### src/rtl/core/rbb_pkg.sv
// Shared types, constants and the reciprocal lookup for the 3x3 box blur.
`default_nettype none

package rbb_pkg;

    localparam int MaxWidth   = 1024;
    localparam int MaxHeight  = 4096;
    localparam int ColW       = $clog2(MaxWidth);
    localparam int WidthRegW  = 11;
    localparam int HeightRegW = 13;
    localparam int InRowW     = 13;
    localparam int OutRowW    = 12;
    localparam int SumW       = 12;
    localparam int CntW       = 4;
    localparam int FracW      = 16;
    localparam int RecipW     = FracW + 1;
    localparam int CfgIdxW    = 2;
    localparam int CfgDataW   = 13;

    localparam logic [CfgIdxW-1:0] CFG_FRAME_WIDTH  = 2'd0;
    localparam logic [CfgIdxW-1:0] CFG_FRAME_HEIGHT = 2'd1;

    typedef struct packed {
        logic [7:0] red;
        logic [7:0] green;
        logic [7:0] blue;
    } t_pix;

    // Per-item control decided at acceptance. Bit 0 of row_ok is the upper row,
    // bit 0 of col_ok the left column.
    typedef struct packed {
        logic            emit;
        logic            last;
        logic [2:0]      row_ok;
        logic [2:0]      col_ok;
        logic [CntW-1:0] cnt;
    } t_ctrl;

    typedef struct packed {
        logic            vld;
        logic            last;
        logic [CntW-1:0] cnt;
        logic [SumW-1:0] sum_red;
        logic [SumW-1:0] sum_green;
        logic [SumW-1:0] sum_blue;
    } t_sums;

    // Fixed-point reciprocal, scaled by 2^FracW. The divisors 3, 6 and 9 are rounded up;
    // the error stays small enough for exact quotients over the whole sum range.
    function automatic logic [RecipW-1:0] recip(input logic [CntW-1:0] cnt);
        logic [RecipW-1:0] m;
        case (cnt)
            4'd1:    m = 17'd65536;
            4'd2:    m = 17'd32768;
            4'd3:    m = 17'd21846;
            4'd4:    m = 17'd16384;
            4'd6:    m = 17'd10923;
            4'd9:    m = 17'd7282;
            default: m = 17'd65536;
        endcase
        return m;
    endfunction

endpackage

`default_nettype wire

### src/rtl/core/rbb_ctrl.sv
// Frame registers, input and output position counters, and per-item control.
`default_nettype none

module rbb_ctrl (
    input  wire logic                          i_clk,
    input  wire logic                          i_rst_n,
    input  wire logic                          i_cfg_valid,
    input  wire logic [rbb_pkg::CfgIdxW-1:0]   i_cfg_index,
    input  wire logic [rbb_pkg::CfgDataW-1:0]  i_cfg_data,
    input  wire logic                          i_accept,
    input  wire logic                          i_drain,
    output      logic                          o_process,
    output      logic [rbb_pkg::ColW-1:0]      o_col,
    output      rbb_pkg::t_ctrl                o_ctrl
);
    import rbb_pkg::*;

    logic [WidthRegW-1:0]  r_frame_width,  n_frame_width;
    logic [HeightRegW-1:0] r_frame_height, n_frame_height;
    logic [ColW-1:0]       r_in_col,  n_in_col;
    logic [InRowW-1:0]     r_in_row,  n_in_row;
    logic [ColW-1:0]       r_out_col, n_out_col;
    logic [OutRowW-1:0]    r_out_row, n_out_row;

    logic [WidthRegW-1:0]  w_eff;
    logic [HeightRegW-1:0] h_eff;
    logic [WidthRegW-1:0]  in_col_inc;
    logic [WidthRegW-1:0]  out_col_inc;
    logic [HeightRegW-1:0] out_row_inc;
    logic                  col_wrap;
    logic                  emit;
    logic                  last;
    logic [2:0]            row_ok;
    logic [2:0]            col_ok;
    logic [1:0]            n_rows;
    logic [1:0]            n_cols;
    logic                  cfg_hit;

    always_comb begin
        if (r_frame_width == '0) begin
            w_eff = WidthRegW'(1);
        end else if (r_frame_width > WidthRegW'(MaxWidth)) begin
            w_eff = WidthRegW'(MaxWidth);
        end else begin
            w_eff = r_frame_width;
        end
        if (r_frame_height == '0) begin
            h_eff = HeightRegW'(1);
        end else if (r_frame_height > HeightRegW'(MaxHeight)) begin
            h_eff = HeightRegW'(MaxHeight);
        end else begin
            h_eff = r_frame_height;
        end
    end

    always_comb begin
        in_col_inc  = {1'b0, r_in_col} + WidthRegW'(1);
        out_col_inc = {1'b0, r_out_col} + WidthRegW'(1);
        out_row_inc = {1'b0, r_out_row} + HeightRegW'(1);
        col_wrap    = (in_col_inc >= w_eff);

        // Pixels are taken only inside the frame, drain steps only after it.
        o_process = i_drain ? (r_in_row >= h_eff) : (r_in_row < h_eff);
        emit = (r_in_row >= InRowW'(2)) || ((r_in_row == InRowW'(1)) && (r_in_col != '0));
        last = emit && (out_row_inc >= h_eff) && (out_col_inc >= w_eff);

        row_ok = {out_row_inc < h_eff, 1'b1, r_out_row != '0};
        col_ok = {out_col_inc < w_eff, 1'b1, r_out_col != '0};
        n_rows = 2'd1 + {1'b0, row_ok[0]} + {1'b0, row_ok[2]};
        n_cols = 2'd1 + {1'b0, col_ok[0]} + {1'b0, col_ok[2]};

        o_col         = r_in_col;
        o_ctrl.emit   = emit;
        o_ctrl.last   = last;
        o_ctrl.row_ok = row_ok;
        o_ctrl.col_ok = col_ok;
        o_ctrl.cnt    = {2'b00, n_rows} * {2'b00, n_cols};
    end

    always_comb begin
        n_frame_width  = r_frame_width;
        n_frame_height = r_frame_height;
        n_in_col       = r_in_col;
        n_in_row       = r_in_row;
        n_out_col      = r_out_col;
        n_out_row      = r_out_row;
        cfg_hit        = i_cfg_valid &&
                         ((i_cfg_index == CFG_FRAME_WIDTH) || (i_cfg_index == CFG_FRAME_HEIGHT));

        if (cfg_hit) begin
            if (i_cfg_index == CFG_FRAME_WIDTH) begin
                n_frame_width = i_cfg_data[WidthRegW-1:0];
            end else begin
                n_frame_height = i_cfg_data;
            end
            n_in_col  = '0;
            n_in_row  = '0;
            n_out_col = '0;
            n_out_row = '0;
        end else if (i_accept && o_process) begin
            if (last) begin
                n_in_col  = '0;
                n_in_row  = '0;
                n_out_col = '0;
                n_out_row = '0;
            end else begin
                n_in_col = col_wrap ? '0 : in_col_inc[ColW-1:0];
                n_in_row = r_in_row + InRowW'(col_wrap);
                if (emit) begin
                    if (out_col_inc >= w_eff) begin
                        n_out_col = '0;
                        n_out_row = out_row_inc[OutRowW-1:0];
                    end else begin
                        n_out_col = out_col_inc[ColW-1:0];
                    end
                end
            end
        end
    end

    always_ff @(posedge i_clk) begin
        if (!i_rst_n) begin
            r_frame_width  <= WidthRegW'(1024);
            r_frame_height <= HeightRegW'(768);
            r_in_col       <= '0;
            r_in_row       <= '0;
            r_out_col      <= '0;
            r_out_row      <= '0;
        end else begin
            r_frame_width  <= n_frame_width;
            r_frame_height <= n_frame_height;
            r_in_col       <= n_in_col;
            r_in_row       <= n_in_row;
            r_out_col      <= n_out_col;
            r_out_row      <= n_out_row;
        end
    end

endmodule

`default_nettype wire

### config.mk
export PLATFORM = sky130hd
export DESIGN_NAME = rbb_ctrl
export DESIGN_NICKNAME = d
export VERILOG_FILES = /design/src/rtl/core/rbb_pkg.sv /design/src/rtl/core/rbb_ctrl.sv
export SDC_FILE = /design/constraint.sdc
export NUM_CORES = 1
export LEC_CHECK = 0
export ABC_AREA = 1
export BUFFER_PORTS_ARGS = -buffer_cell sky130_fd_sc_hd__buf_2
export CAP_MARGIN = 30
export CELL_PAD_IN_SITES_DETAIL_PLACEMENT = 2
export CELL_PAD_IN_SITES_GLOBAL_PLACEMENT = 2
export CORE_MARGIN = 2
export CORE_UTILIZATION = 30
export CTS_CLUSTER_SIZE = 25
export DETAILED_ROUTE_END_ITERATION = 16
export GPL_TIMING_DRIVEN = 0
export MAX_ROUTING_LAYER = met4
export PLACE_DENSITY_LB_ADDON = 0.1
export SETUP_SLACK_MARGIN = 0.02
export SKIP_LAST_GASP = 1
export SYNTH_ARGS = -nofsm -noshare
export SYNTH_HDL_FRONTEND = slang
export SYNTH_SLANG_ARGS = --single-unit
### constraint.sdc
create_clock -name i_clk -period 3.4 [get_ports i_clk]
set_input_delay 0.51 -clock i_clk [delete_from_list [all_inputs] [get_ports i_clk]]
set_output_delay 0.51 -clock i_clk [all_outputs]
set_load 0.02 [all_outputs]
# After elaboration in Yosys (flattened, before gate mapping)
# Cells that the tools add are included.
word_totals:
  regBits: 69
  latchBits: 0
  mem_bits_rw: 0
  mem_bits_ro: 0
  input_bits: 20
  memories: 0
op_classes:
  addsub: 8
  multipliers: 1
  n_div: 0
  order_cmp: 10
  n_eq_ne: 2
  shifts: 0
  mux: 14
  bitwise_logic: 2
  reduce_logical: 20
op_table:
  columns: ["op", "n"]
  rows:
  - ["$mux W10", 5]
  - ["$mux W13", 3]
  - ["$mux W12", 3]
  - ["$ge A13 B13 Y1", 2]
  - ["$lt A13 B13 Y1", 2]
  - ["$add A10 B1 Y11 const B", 2]
  - ["$ge A11 B11 Y1", 2]
  - ["$mux W11", 2]
  - ["$reduce_bool A10 Y1", 2]
  - ["$add A12 B1 Y13 const B", 1]
  - ["$add A13 B1 Y13", 1]
  - ["$eq A13 B1 Y1 const B", 1]
  - ["$ge A13 B2 Y1 const B", 1]
  - ["$gt A13 B13 Y1 const B", 1]
  - ["$logic_not A13 Y1", 1]
  - ["$reduce_bool A12 Y1", 1]
  - ["$gt A11 B11 Y1 const B", 1]
  - ["$logic_not A11 Y1", 1]
  - ["$lt A11 B11 Y1", 1]
  - ["$reduce_and A2 Y1", 3]
  - ["$logic_and A1 B1 Y1", 5]
  - ["$add A1 B1 Y2 const A", 2]
  - ["$add A2 B1 Y2", 2]
  - ["$mul A2 B2 Y4", 1]
  - ["other kinds (8)", 11]

# Longest topological paths before layout
# Gate-level depths: netlist (run 1).
logic_depth:
  depth_word: 8
  ltp_mapped: 22
  ltp_nobuf: 21

# Worst setup path after synthesis (run 1)
# OpenSTA, ideal clock, no wires.
synth_path:
  path_type: "flip-flop to flip-flop"
  start: "register r_in_col[0] (netlist: o_col[0])"
  end: "register r_in_row[12]"
  setup_time_ps: 71
  t_arrival_ps: 3494
  required_time_ps: 3329
  setup_slack_ps: -165
  path_stages_with_launch: 22
  path_buffers: 1
  cell_sequence: "dfxtp_1 > ha_1 > nand2_1 > nor2_1 > nand3_1 > xor2_1 > inv_1 > ha_1 > nand2_1 > nor3_1 > nand3b_1 > nand4_1 > clkbuf_1 > ha_1 > ha_1 > inv_1 > nor2_1 > nand4_1 > xor2_1 > inv_1 > nand4_1 > a21oi_1"
synth_via:
  elab_chain_len: 6
  elab_cells_between_ends: 9
  classes_between: "add/sub: 2; order compare: 1; mux: 1; reduce/logical: 5"
synth_rtl:
  columns: ["item", "line_no", "text"]
  rows:
  - ["from (decl)", "rbb_ctrl.sv:20", "logic [ColW-1:0] r_in_col, n_in_col;"]
  - ["from (signal assigned)", "rbb_ctrl.sv:132", "r_in_col <= n_in_col;"]
  - ["parallel branches: the longest is 5 deep, another holds $add A13 B1 Y13", null, null]
  - ["$mux W13 *", "rbb_ctrl.sv:101", "if (last) begin"]
  - ["to (signal assigned)", "rbb_ctrl.sv:133", "r_in_row <= n_in_row;"]
  - ["to (decl)", "rbb_ctrl.sv:21", "logic [InRowW-1:0] r_in_row, n_in_row;"]
# Mark *: on every way between the ends.
# A chain may end at the register's enable or synchronous reset.

==> impl_summary.txt, run 1 <==
----------------------------------------------------
[Run status]
  Run status ... finished with violations
  Failing checks ... setup timing

[Global routing]
  Overflow left after global routing ... 0
  Pin count of the biggest net entering global routing ... 13
  Met1 capacity usage during global routing ... 0.2719
  Vias in the first global route ... 6431
  Met3 usage in global routing ... 0.02558
  Wire length of the first global-routing pass ... 33880 µm
  GR Util met2 ... 0.4513
  Most utilized layer in the global route result ... met2
  Global-route total usage across every layer ... 0.2406
  Initial antenna violation count ... 0

[Yosys]
  Cell type contributing the most total cell area after synthesis ... sky130_fd_sc_hd__dfxtp_1
  Count of flip-flops with a built-in enable after synthesis ... 0
  Most used DFF post-synth ... sky130_fd_sc_hd__dfxtp_1
  Cells after Synth ... 848
  Most instantiated cells after synthesis ... 218 x sky130_fd_sc_hd__nand2_1, 131 x sky130_fd_sc_hd__nor2_1, 114 x sky130_fd_sc_hd__inv_1, 69 x sky130_fd_sc_hd__dfxtp_1, 60 x sky130_fd_sc_hd__ha_1
  Total of flip-flops plus latches after synthesis ... 69
  Biggest area contributors in the synthesized netlist ... sky130_fd_sc_hd__dfxtp_1 26%, sky130_fd_sc_hd__nand2_1 15%, sky130_fd_sc_hd__ha_1 14%, sky130_fd_sc_hd__nor2_1 9.1%, sky130_fd_sc_hd__inv_1 7.9%
  Number of distinct library cell variants in the gate-level netlist after synthesis ... 37
  Synth warnings ... 0
  Fraction of the yosys area taken by sequential cells ... 0.2565
  Total standard cell area after synthesis ... 5385 µm²
  Most common cell in the netlist ... sky130_fd_sc_hd__nand2_1
  Top-area cell type share of the netlist area ... 0.2565
  Share of synthesized flip-flops with an asynchronous set or reset ... 0
  Post-synthesis average cell area ... 6.350 µm²

[Timing]
  Worst Tran Pin Value ... 652.9 ps
  Achievable frequency ... 269.5 MHz
  Clock tree skew after final layout ... 11.79 ps
  Minimum clock period ... 3711 ps
  Final critical-path setup slack ... -310.8 ps
  Final setup violation count ... 4
  Final hold violation count ... 0
  Slew Limit Headroom ... 0.5647
  RSZ-0062 raised after global routing ... true
  Final clock period utilization by the worst path ... 1.091
  Final number of max-transition violations ... 0

[Detailed routing]
  Via count ... 5900
  Avg WL per Cell ... 19.17 µm
  Detailed-router iteration count before antenna repair ... 4
  Post-route ant nets ... 0
  Count of unresolved DRC violations after routing ... 0
  Via density per instance ... 5.056
  Number of violations reported at the end of detailed-routing iteration 0 ... 216
  Post-Route WL ... 22380 µm

[CTS]
  Largest buffer count on any clock path ... 2
  H-tree levels ... 3
  Root buffer cell ... sky130_fd_sc_hd__clkbuf_16
  Clock network latency to the later pin of the worst-skew pair ... 340 ps
  Clock tree from TritonCTS ... yes
  Clock transition at the registers of the reported paths ... 60 ps
  Number of sinks handled by clock tree synthesis ... 69
  Clock buffer count from CTS ... 9

[Layout]
  Area growth from synthesis to final layout ... 34.34%
  Net total in the final layout ... 1017
  Final cell count without fillers ... 1167
  Layout cell share with drive strength beyond 1 ... 0.2643
  Filler instances ... 2068
  Antenna cells ... 0

[Job]
  Total of max-cap violations ... 0

[Place]
  RePlAce Congestion ... 0.8312
  Post-placement worst setup slack ... -869.0 ps
  Number of port buffers ... 39
  Placed Instances ... 1114
  HPWL after DPL ... 16340 µm

[Min path]
  Worst Hold Class ... in2reg

[Floorplan]
  Top-level I/O count ... 43
  Std cell rows ... 48
  Core ar. ... 17420 µm²
  Die footprint ... 19040 µm²
  Die extent in x ... 138.0 µm
  Starting density of the core ... 0.3092
  Die height ... 138.0 µm

[Worst setup path]
  Critical Setup Path Class ... reg2out
  Data required time at the worst endpoint ... 2890 ps
  Critical path capture point type ... output port
  Critical path fanouts, max ... 6
  Kind of launch point of the worst setup path ... flop
  Crit path arrival time ... 3200 ps

[Pwr]
  Max VDD drop ... 0.2473 mV
  Total power draw ... 0.002277 W
  Leakage power summed over all cells ... 3.381 nW
  Ratio of total power to cell area ... 314.8 nW/µm²

----------------------------------------------------
[cell usage in the layout, fill, tap and decap left out, types with 3 or more instances in the layout]
master / Yosys / layout
sky130_fd_sc_hd__nand2_1: 218 / 185
sky130_fd_sc_hd__nor2_1: 131 / 114
sky130_fd_sc_hd__inv_1: 114 / 108
sky130_fd_sc_hd__a21oi_1: 57 / 51
sky130_fd_sc_hd__dfxtp_1: 69 / 51
sky130_fd_sc_hd__ha_1: 60 / 45
sky130_fd_sc_hd__buf_4: 7 / 44
sky130_fd_sc_hd__buf_2: 8 / 40
sky130_fd_sc_hd__nand4_1: 31 / 31
sky130_fd_sc_hd__nand2_2: 2 / 29
sky130_fd_sc_hd__o21ai_0: 33 / 29
sky130_fd_sc_hd__nand3_1: 33 / 24
sky130_fd_sc_hd__xor2_1: 21 / 16
sky130_fd_sc_hd__ha_4: 0 / 15
sky130_fd_sc_hd__nor2_4: 1 / 10
sky130_fd_sc_hd__buf_6: 3 / 10
sky130_fd_sc_hd__clkbuf_1: 10 / 10
sky130_fd_sc_hd__nor2_2: 1 / 9
sky130_fd_sc_hd__clkbuf_16: 0 / 9
sky130_fd_sc_hd__dfxtp_4: 0 / 9
sky130_fd_sc_hd__dfxtp_2: 0 / 9
sky130_fd_sc_hd__nand3_4: 2 / 8
sky130_fd_sc_hd__nand2_4: 2 / 8
sky130_fd_sc_hd__nor3_1: 13 / 7
sky130_fd_sc_hd__inv_2: 2 / 7
sky130_fd_sc_hd__a21oi_2: 1 / 6
sky130_fd_sc_hd__nor3_2: 2 / 5
sky130_fd_sc_hd__o21ai_1: 2 / 5
sky130_fd_sc_hd__nand3_2: 1 / 4
sky130_fd_sc_hd__xor2_2: 0 / 4
sky130_fd_sc_hd__nor3_4: 0 / 3
sky130_fd_sc_hd__nor4_1: 7 / 3
[final cells by class]
cell class / instances / area, µm² / area share
plain buffers: 28 / 175.2 / 0.02421
clock buffers: 10 / 229.0 / 0.03165
clock inverters: 6 / 86.33 / 0.01193
inverters: 118 / 447.9 / 0.06192
multi-input cells: 632 / 4050 / 0.5598
flip-flops and latches: 69 / 1426 / 0.1972
well taps: 225 / 281.5 / 0.03891
repair buffers: 79 / 538.0 / 0.07437
[cells by family (layout without fill, tap and decap cells)]
logic type      after synthesis  in the layout  synth area share
simple gates                449            449            0.3580
buf+inv                     148            241            0.1141
fa+ha+maj                    60             60            0.1394
flops                        69             69            0.2565
compound gates              100            100           0.09712
other cells                   1              2         0.0006964
xor+xnor                     21             21           0.03415
[critical path, cell delays in order, from the launching register on]
cell and delay [ps]:
sky130_fd_sc_hd__dfxtp_4 410, sky130_fd_sc_hd__nand4_1 210, sky130_fd_sc_hd__nor3_4 220, sky130_fd_sc_hd__nand2_1 90
sky130_fd_sc_hd__nor4_2 220, sky130_fd_sc_hd__ha_1 330, sky130_fd_sc_hd__nand2_2 130, sky130_fd_sc_hd__nor2_4 60
sky130_fd_sc_hd__buf_6 110, sky130_fd_sc_hd__a21oi_4 170, sky130_fd_sc_hd__nand2_4 80, sky130_fd_sc_hd__ha_4 290
sky130_fd_sc_hd__nor2_4 40, sky130_fd_sc_hd__ha_4 150, sky130_fd_sc_hd__ha_4 250, sky130_fd_sc_hd__buf_6 100
[report_power, final]
group / internal (W) / leakage [nW] / switching [W]
clock: 0.000644 / 0.153 / 0.000409
combinational: 0.000136 / 2.66 / 0.000247
sequential: 0.000820 / 0.571 / 0.0000216
[registers in the layout, summed over array words and instances, names as in the netlist]
signal and flops:
r_out_row 12, r_in_row 13, r_frame_width 11, o_col 10
r_out_col 10, r_frame_height 13
[layer usage]
| metal | up-vias | wire length, µm | share of wire |
|---|---|---|---|
| met4 | 0 | 318 | 0.014 |
| met1 | 2940 | 9685 | 0.43 |
| met5 | - | 0 | 0 |
| met3 | 24 | 343 | 0.015 |
| li1 | 2886 | - | - |
| met2 | 50 | 12030 | 0.54 |
[per-stage QoR]
stage / hold slack (ps) / setup TNS [ps] / cell area (µm²) / util
final: 411.5 / -921.2 / 7234 / 0.4154
after global routing: 413.6 / -1985 / 7234 / 0.4154
after CTS: 392.6 / -1131 / 6724 / 0.3861
after detailed placement: 479.5 / -6537 / 5873 / 0.3372
after global placement: 472.2 / -4754 / 5868 / 0.3369
after floorplan: 443.6 / 0 / 5391 / -
[timing repair]
action                     in CTS  in global routing
buffers inserted               21                 18
resized for setup              91                 99
hold buffers                    0                  0
pin swaps                      25                 39
setup endpoints to repair      30                 48
[path summary, 6_finish.rpt]
path | startpoint | end | slack, ps | cells after the start
worst max-delay path | r_out_row[2] | o_ctrl[2] | -310 | 15
worst max register to register | r_frame_height[11] | r_out_row[9] | 130 | 17
worst min register to register | r_frame_height[1] | r_frame_height[1] | 500 | 2
worst min-delay path | i_cfg_data[8] | r_frame_height[8] | 410 | 3
Power figures use the tool's default switching activity.
==> run 2, diff against run 1 <==
- ABC_AREA: 1 -> default
- CORE_UTILIZATION: 30 -> 33
==> run 2 against run 1 <==
Against the previous run: the run still ends with setup timing left; critical path depth decreased by 1; first-iteration DRC count decreased by 25%; non-clock buffer count increased by 13; global-route usage about the same; critical endpoint is now o_ctrl[10].
==> impl_summary.txt, run 2 <==
----------------------------------------------------
[Floorplan]
  Top-level I/O count ... 43 (unchanged)
  Core ar. ... 14590 µm² (-16%)
  Die footprint ... 16020 µm² (-16%)
  Die height ... 126.6 µm (-8.3%)
  Die extent in x ... 126.6 µm (-8.3%)
  Std cell rows ... 44 (-8.3%)
  Starting density of the core ... 0.3399 (+0.03068)

[Yosys]
  Cell type contributing the most total cell area after synthesis ... sky130_fd_sc_hd__dfxtp_1
  Fraction of the yosys area taken by sequential cells ... 0.2786 (+0.02207)
  Post-synthesis average cell area ... 8.115 µm² (+28%)
  Most used DFF post-synth ... sky130_fd_sc_hd__dfxtp_1
  Count of flip-flops with a built-in enable after synthesis ... 0 (unchanged)
  Biggest area contributors in the synthesized netlist ... sky130_fd_sc_hd__dfxtp_1 28%, sky130_fd_sc_hd__ha_1 15%, sky130_fd_sc_hd__nand2_1 6.9%, sky130_fd_sc_hd__nand3_1 4.2%, sky130_fd_sc_hd__a21oi_1 3.9%
  Number of distinct library cell variants in the gate-level netlist after synthesis ... 66 (+78%)
  Total of flip-flops plus latches after synthesis ... 69 (unchanged)
  Share of synthesized flip-flops with an asynchronous set or reset ... 0 (unchanged)
  Top-area cell type share of the netlist area ... 0.2786 (+0.02207)
  Most common cell in the netlist ... sky130_fd_sc_hd__nand2_1
  Total standard cell area after synthesis ... 4959 µm² (-7.9%)
  Cells after Synth ... 611 (-28%)
  Most instantiated cells after synthesis ... 91 x sky130_fd_sc_hd__nand2_1, 69 x sky130_fd_sc_hd__dfxtp_1, 60 x sky130_fd_sc_hd__ha_1, 42 x sky130_fd_sc_hd__nand3_1, 39 x sky130_fd_sc_hd__a21oi_1
  Synth warnings ... 0 (unchanged)

[Worst setup path]
  Standard cell with the maximum stage delay on the critical path ... sky130_fd_sc_hd__dfxtp_4
  Cell repeated most along the worst path ... sky130_fd_sc_hd__buf_4
  Kind of launch point of the worst setup path ... flop
  Slowest cell delay on critical path ... 380 ps (-30 ps)
  Data required time at the worst endpoint ... 2890 ps (about the same)
  Critical Setup Path Class ... reg2out
  Critical path fanouts, max ... 7 (+1)
  Gate family responsible for the most delay along the worst path ... compound AO/OA/AOI/OAI gates
  Cells along the critical path ... ha_4, nand3_4, nor2_4, buf_4, xor2_1, ha_1, a21oi_1, o21a_1, o21ba_2, nand2_1, o211ai_4, inv_2, buf_4, buf_2
  Critical path capture point type ... output port
  Crit path arrival time ... 3340 ps (+140 ps)
  Crit path buf inv count ... 4 (+2)

[Pwr]
  Ratio of total power to cell area ... 299.3 nW/µm² (-4.9%)
  Max VDD drop ... 0.2183 mV (-12%)
  Leakage power summed over all cells ... 2.763 nW (-18%)
  Register share of total power ... 0.405 (+0.035)
  Fraction of power spent switching nets ... 0.2765 (-0.02095)
  P_int ... 0.001475 W (-7.8%)
  Clock Power Share ... 0.484 (+0.022)
  Switching power of the nets ... 0.0005639 W (-17%)
  Total power draw ... 0.002039 W (-10%)
  Logic pwr share ... 0.111 (-0.057)

[Timing]
  Final hold violation count ... 0 (unchanged)
  Worst Tran Pin Value ... 754.6 ps (+101.7 ps)
  RSZ-0062 raised after global routing ... true
  Slew Limit Headroom ... 0.4969 (-0.06781)
  Final number of max-transition violations ... 0 (unchanged)
  Minimum clock period ... 3845 ps (+134.3 ps)
  Achievable frequency ... 260.1 MHz (-3.5%)
  Final critical-path setup slack ... -445.1 ps (-134.3 ps)
  Final clock period utilization by the worst path ... 1.131 (+0.03951)
  Worst hold slack after final layout ... 407.2 ps (-4.240 ps)
  Clock tree skew after final layout ... 8.307 ps (-3.483 ps)
  Final setup violation count ... 13 (+9)

[CTS]
  Clock tree from TritonCTS ... yes
  Clock buffer count from CTS ... 9 (unchanged)
  Clock network latency to the later pin of the worst-skew pair ... 350 ps (about the same)
  H-tree levels ... 3 (unchanged)
  Largest buffer count on any clock path ... 2 (unchanged)
  Post-CTS Hold Fix Bufs ... 0 (unchanged)
  Clock transition at the registers of the reported paths ... 60 ps (about the same)
  Number of sinks handled by clock tree synthesis ... 69 (unchanged)
  Root buffer cell ... sky130_fd_sc_hd__clkbuf_16

[Layout]
  Most frequent cells in the layout ... 90 x sky130_fd_sc_hd__nand2_1, 57 x sky130_fd_sc_hd__buf_4, 50 x sky130_fd_sc_hd__dfxtp_1
  Post-layout util ... 0.4670 (+0.05161)
  Fin area ... 6813 µm² (-5.8%)
  Net total in the final layout ... 793 (-22%)
  Biggest registers after layout ... r_frame_height x13, r_in_row x13, r_out_row x12
  Area growth from synthesis to final layout ... 37.40%
  Layout cell share with drive strength beyond 1 ... 0.3398 (+0.07550)
  Most common cell after layout, fill and taps aside ... sky130_fd_sc_hd__nand2_1
  Antenna cells ... 0 (unchanged)

[Detailed routing]
  Count of unresolved DRC violations after routing ... 0 (unchanged)
  Post-route ant nets ... 0 (unchanged)
  Post-Route WL ... 19670 µm (-12%)
  Detailed-router iteration count before antenna repair ... 4 (unchanged)
  Via density per instance ... 5.497 (+8.7%)
  Via count ... 4958 (-16%)
  Number of violations reported at the end of detailed-routing iteration 0 ... 162 (-25%)
  Avg WL per Cell ... 21.80 µm (+14%)

[Job]
  Total of max-cap violations ... 0 (unchanged)

[Run status]
  Failing checks ... setup timing
  Run status ... finished with violations

[Global routing]
  Wire length of the first global-routing pass ... 29510 µm (-13%)
  Pin count of the biggest net entering global routing ... 19 (+6)
  Initial antenna violation count ... 0 (unchanged)
  Vias in the first global route ... 5441 (-15%)
  Overflow left after global routing ... 0 (unchanged)
  Global-route total usage across every layer ... 0.2405 (about the same)

[Place]
  Number of port buffers ... 40 (+2.6%)
  RePlAce Congestion ... 0.8651 (+4.1%)
  HPWL after DPL ... 13160 µm (-19%)
  Placed cell areas ... 5428 µm² (-7.6%)

[Min path]
  Worst Hold Class ... in2reg

----------------------------------------------------
## run 2: cell count changes in the layout (fill, tap and decap cells not counted), sizes merged, moves of 16 or more
cell and delta:
nor2 -99, inv -92, a21oi -19, nand4 -19, nand2 -130, nor2b +16
## run 2: kinds of logic (layout without fill, tap and decap cells)
kind of cell / count (synthesis) / count (layout) / synth area share
xor+xnor: 33 / 33 / 0.05829
buf+inv: 55 / 161 / 0.05350
fa+ha+maj: 60 / 60 / 0.1514
simple gates: 268 / 268 / 0.2796
flops: 69 / 69 / 0.2786
mux: 10 / 10 / 0.02019
other cells: 1 / 2 / 0.0007563
compound gates: 115 / 115 / 0.1577
## run 2: per-stage QoR
step           worst slack, ps  setup TNS, ps  cells
2_1_floorplan            9.315              0    612
5_1_grt                 -546.9          -4865    902
6_report                -445.1          -2428    902
3_5_place_dp            -857.0         -20620    836
3_3_place_gp            -793.7         -16680    836
4_1_cts                 -358.2          -1318    883
## run 2: worst reg2reg max path, cell delays in order, from the launching register on
cell,delay (ps)
sky130_fd_sc_hd__dfxtp_4,380
sky130_fd_sc_hd__ha_4,160
sky130_fd_sc_hd__nand3_4,100
sky130_fd_sc_hd__nor2_4,190
sky130_fd_sc_hd__buf_4,150
sky130_fd_sc_hd__xor2_1,260
sky130_fd_sc_hd__ha_1,310
sky130_fd_sc_hd__a21oi_1,140
sky130_fd_sc_hd__o21a_1,130
sky130_fd_sc_hd__o21ba_2,170
sky130_fd_sc_hd__nand2_1,280
sky130_fd_sc_hd__or2_1,410
sky130_fd_sc_hd__or4b_1,540
sky130_fd_sc_hd__o22ai_1,180
## run 2: final cells by class
cell class / instances / area [µm²]
fill: 1616 / 7776
multi-input combinational: 488 / 3923
sequential: 69 / 1433
timing repair buffer: 93 / 645.6
tap: 184 / 230.2
clock buffer: 10 / 229.0
buffer: 27 / 183.9
inverter: 25 / 96.34
clock inverter: 6 / 72.57
## run 2: power groups by stage
stage          clock [W]  combinational (W)  sequential (W)
4_1_cts         0.000998           0.000206        0.000826
6_report        0.000988           0.000226        0.000826
2_1_floorplan          0           0.000119        0.000846
3_3_place_gp           0           0.000177        0.000850
5_1_grt          0.00104           0.000247        0.000827
3_5_place_dp           0           0.000185        0.000851
## run 2: repair_timing
action                                  in CTS  in global routing
setup buffers                               33                 20
resized for setup                          114                 47
hold endpoints to repair                     0                  0
endpoints found under the setup margin      53                 39
pin swaps                                   42                 32
## run 2: layer usage
metal	vias up	global-route usage	routed length [µm]
li1	2377	-	-
met1	2472	0.3007	8844
met2	78	0.4118	9979
met3	31	0.02784	413
met4	0	0.06529	429
met5	-	-	0
## run 2: worst paths after layout
| check | startpoint | endpoint | slack [ps] | depth (start not counted) |
|---|---|---|---|---|
| min | i_cfg_data[8] | r_frame_height[8] | 410 | 3 |
| min reg2reg | r_frame_height[0] | r_frame_height[0] | 480 | 2 |
| max | r_out_row[1] | o_ctrl[10] | -450 | 14 |
| max reg2reg | r_out_row[1] | r_out_row[7] | -80 | 13 |
==> run 3, diff against run 2 <==
- BUFFER_PORTS_ARGS: -buffer_cell sky130_fd_sc_hd__buf_2 -> default
- CORE_UTILIZATION: 33 -> 35
- DONT_BUFFER_PORTS: default -> 1
==> run 3 against run 2 <==
Against the previous run: the run still ends with setup timing left; sequential share of layout area is 1.4 points higher; clock-buffer cell count is 1 higher; design area down 6.4%; fmax up 3.5%; die area decreased by 5.5%; global-route usage is 1.5 points higher; worst setup slack improved by 130 ps; critical endpoint is now o_ctrl[2].
==> impl_summary.txt, run 3 (synthesis results as in run 2) <==
----------------------------------------------------
[Run status]
  Run status ... finished with violations
  Failing checks ... setup timing

[Timing]
  RSZ-0062 raised after global routing ... true
  Final number of max-transition violations ... 0 (unchanged)
  Worst Tran Pin Value ... 711.3 ps (-43.34 ps)
  Clock tree skew after final layout ... 5.937 ps (-2.370 ps)
  Sum of negative setup slack ... -1944 ps (+484.6 ps)
  Final setup violation count ... 15 (+2)
  Final hold violation count ... 0 (unchanged)
  Slew Limit Headroom ... 0.5258 (+0.02890)
  Final clock period utilization by the worst path ... 1.093 (-0.03802)
  Minimum clock period ... 3716 ps (-129.3 ps)
  Achievable frequency ... 269.1 MHz (+3.5%)
  Final critical-path setup slack ... -315.8 ps (+129.3 ps)

[Worst setup path]
  Critical Setup Path Class ... reg2out
  Kind of launch point of the worst setup path ... flop
  Crit path arrival time ... 3210 ps (-130 ps)
  Critical path capture point type ... output port
  Cells on worst reg2reg path ... 13 (unchanged)
  Critical path fanouts, max ... 5 (-2)
  Data required time at the worst endpoint ... 2890 ps (about the same)

[Floorplan]
  Std cell rows ... 43 (-2.3%)
  Top-level I/O count ... 43 (unchanged)
  Die height ... 123.0 µm (-2.8%)
  Die footprint ... 15140 µm² (-5.5%)
  Starting density of the core ... 0.3572 (+0.01734)
  Core ar. ... 13880 µm² (-4.9%)
  Die extent in x ... 123.0 µm (-2.8%)

[Place]
  HPWL after DPL ... 12920 µm (-1.8%)
  RePlAce Congestion ... 0.8250 (-4.6%)
  Post-placement worst setup slack ... -824.7 ps (+32.36 ps)
  Number of port buffers ... 0 (-100%)

[Global routing]
  Initial antenna violation count ... 0 (unchanged)
  Overflow left after global routing ... 0 (unchanged)
  Global-route total usage across every layer ... 0.2555 (+0.01499)
  Pin count of the biggest net entering global routing ... 19 (unchanged)
  Wire length of the first global-routing pass ... 28540 µm (-3.3%)
  Vias in the first global route ... 5124 (-5.8%)

[Pwr]
  P_int ... 0.001412 W (-4.3%)
  Fraction of power spent switching nets ... 0.2744 (-0.002121)
  Leakage power summed over all cells ... 2.476 nW (-10%)
  Logic pwr share ... 0.097 (-0.014)
  Switching power of the nets ... 0.0005341 W (-5.3%)
  Register share of total power ... 0.424 (+0.019)
  Ratio of total power to cell area ... 305.2 nW/µm² (+2.0%)
  Total power draw ... 0.001947 W (-4.5%)
  Max VDD drop ... 0.2054 mV (-5.9%)
  Clock Power Share ... 0.479 (-0.005)

[Detailed routing]
  Count of unresolved DRC violations after routing ... 0 (unchanged)
  Post-Route WL ... 18230 µm (-7.3%)
  Number of violations reported at the end of detailed-routing iteration 0 ... 187 (+15%)
  Detailed-router iteration count before antenna repair ... 4 (unchanged)
  Avg WL per Cell ... 21.52 µm (-1.3%)
  Post-route ant nets ... 0 (unchanged)
  Via count ... 4724 (-4.7%)
  Via density per instance ... 5.577 (+1.5%)

[CTS]
  Root buffer cell ... sky130_fd_sc_hd__clkbuf_16
  Largest buffer count on any clock path ... 2 (unchanged)
  H-tree levels ... 3 (unchanged)
  Clock transition at the registers of the reported paths ... 60 ps (about the same)
  Clock network latency to the later pin of the worst-skew pair ... 350 ps (about the same)
  Number of sinks handled by clock tree synthesis ... 69 (unchanged)
  Clock tree from TritonCTS ... yes
  Clock buffer count from CTS ... 9 (unchanged)
  Post-CTS Hold Fix Bufs ... 0 (unchanged)

[Min path]
  Worst Hold Class ... in2reg
  Number of instances on the worst hold path ... 2 (-1)

[Layout]
  Net total in the final layout ... 742 (-6.4%)
  Antenna cells ... 0 (unchanged)
  Most common cell after layout, fill and taps aside ... sky130_fd_sc_hd__nand2_1
  Biggest registers after layout ... r_frame_height x13, r_in_row x13, r_out_row x12
  Area growth from synthesis to final layout ... 28.61%
  Most frequent cells in the layout ... 88 x sky130_fd_sc_hd__nand2_1, 54 x sky130_fd_sc_hd__dfxtp_1, 47 x sky130_fd_sc_hd__ha_1
  Layout cell share with drive strength beyond 1 ... 0.2744 (-0.06547)

[Job]
  Total of max-cap violations ... 0 (unchanged)

----------------------------------------------------
## run 3: area by class of cell
cell class,count,area [µm²]
Clock buffer,11,252.7
Tap cell,180,225.2
Buffer,27,195.2
Timing Repair Buffer,42,319.1
Clock inverter,5,35.03
Inverter,25,96.34
Sequential cell,69,1428
Multi-Input combinational cell,488,3826
Fill cell,1518,7503
## run 3: timing repair
| action | 4_1_cts | 5_1_grt |
|---|---|---|
| setup buffers | 30 | 12 |
| endpoints found under the hold margin | 0 | 0 |
| setup endpoints to repair | 53 | 41 |
| resized for setup | 118 | 14 |
| pin swaps | 38 | 11 |
## run 3: power by group through the flow
stage | clock, W | sequential [W] | combinational [W]
after global routing | 0.000985 | 0.000827 | 0.000208
after floorplan | 0 | 0.000846 | 0.000119
after global placement | 0 | 0.000851 | 0.000156
after CTS | 0.000951 | 0.000827 | 0.000184
after detailed placement | 0 | 0.000852 | 0.000165
final | 0.000932 | 0.000826 | 0.000189
## run 3: final timing paths
kind,from,end,slack [ps]
max reg2reg,r_out_row[0],r_in_row[2],-120
max,r_out_row[0],o_ctrl[2],-320
min reg2reg,r_frame_height[0],r_frame_height[0],470
min,i_cfg_data[8],r_frame_height[8],290
## run 3: worst max-delay path, cell delays in order, from the launching register on
cell,delay [ps]
sky130_fd_sc_hd__dfxtp_4,380
sky130_fd_sc_hd__and3_4,180
sky130_fd_sc_hd__and3_4,200
sky130_fd_sc_hd__nand3_4,120
sky130_fd_sc_hd__nor2_4,150
sky130_fd_sc_hd__xor2_2,200
sky130_fd_sc_hd__ha_1,290
sky130_fd_sc_hd__nor2b_1,160
sky130_fd_sc_hd__o21ai_2,210
sky130_fd_sc_hd__nand3_2,160
sky130_fd_sc_hd__ha_4,320
sky130_fd_sc_hd__nor2_4,40
sky130_fd_sc_hd__ha_4,150
sky130_fd_sc_hd__ha_4,290
## run 3: per-layer routing
layer / part of all wire / track usage
met1: 0.45 / 0.3169
met2: 0.50 / 0.4289
met3: 0.029 / 0.03183
met4: 0.024 / 0.09020
met5: 0 / -
## run 3: metrics by stage
| stage | cell area (µm²) | util | hold slack, ps | instances |
|---|---|---|---|---|
| 6_report | 6377 | 0.4594 | 293.6 | 847 |
| 5_1_grt | 6377 | 0.4594 | 297.0 | 847 |
| 4_1_cts | 6243 | 0.4498 | 286.5 | 835 |
| 3_5_place_dp | 5223 | 0.3762 | 466.6 | 792 |
| 3_3_place_gp | 5223 | 0.3762 | 462.1 | 792 |
| 2_1_floorplan | 4997 | - | 442.9 | 612 |
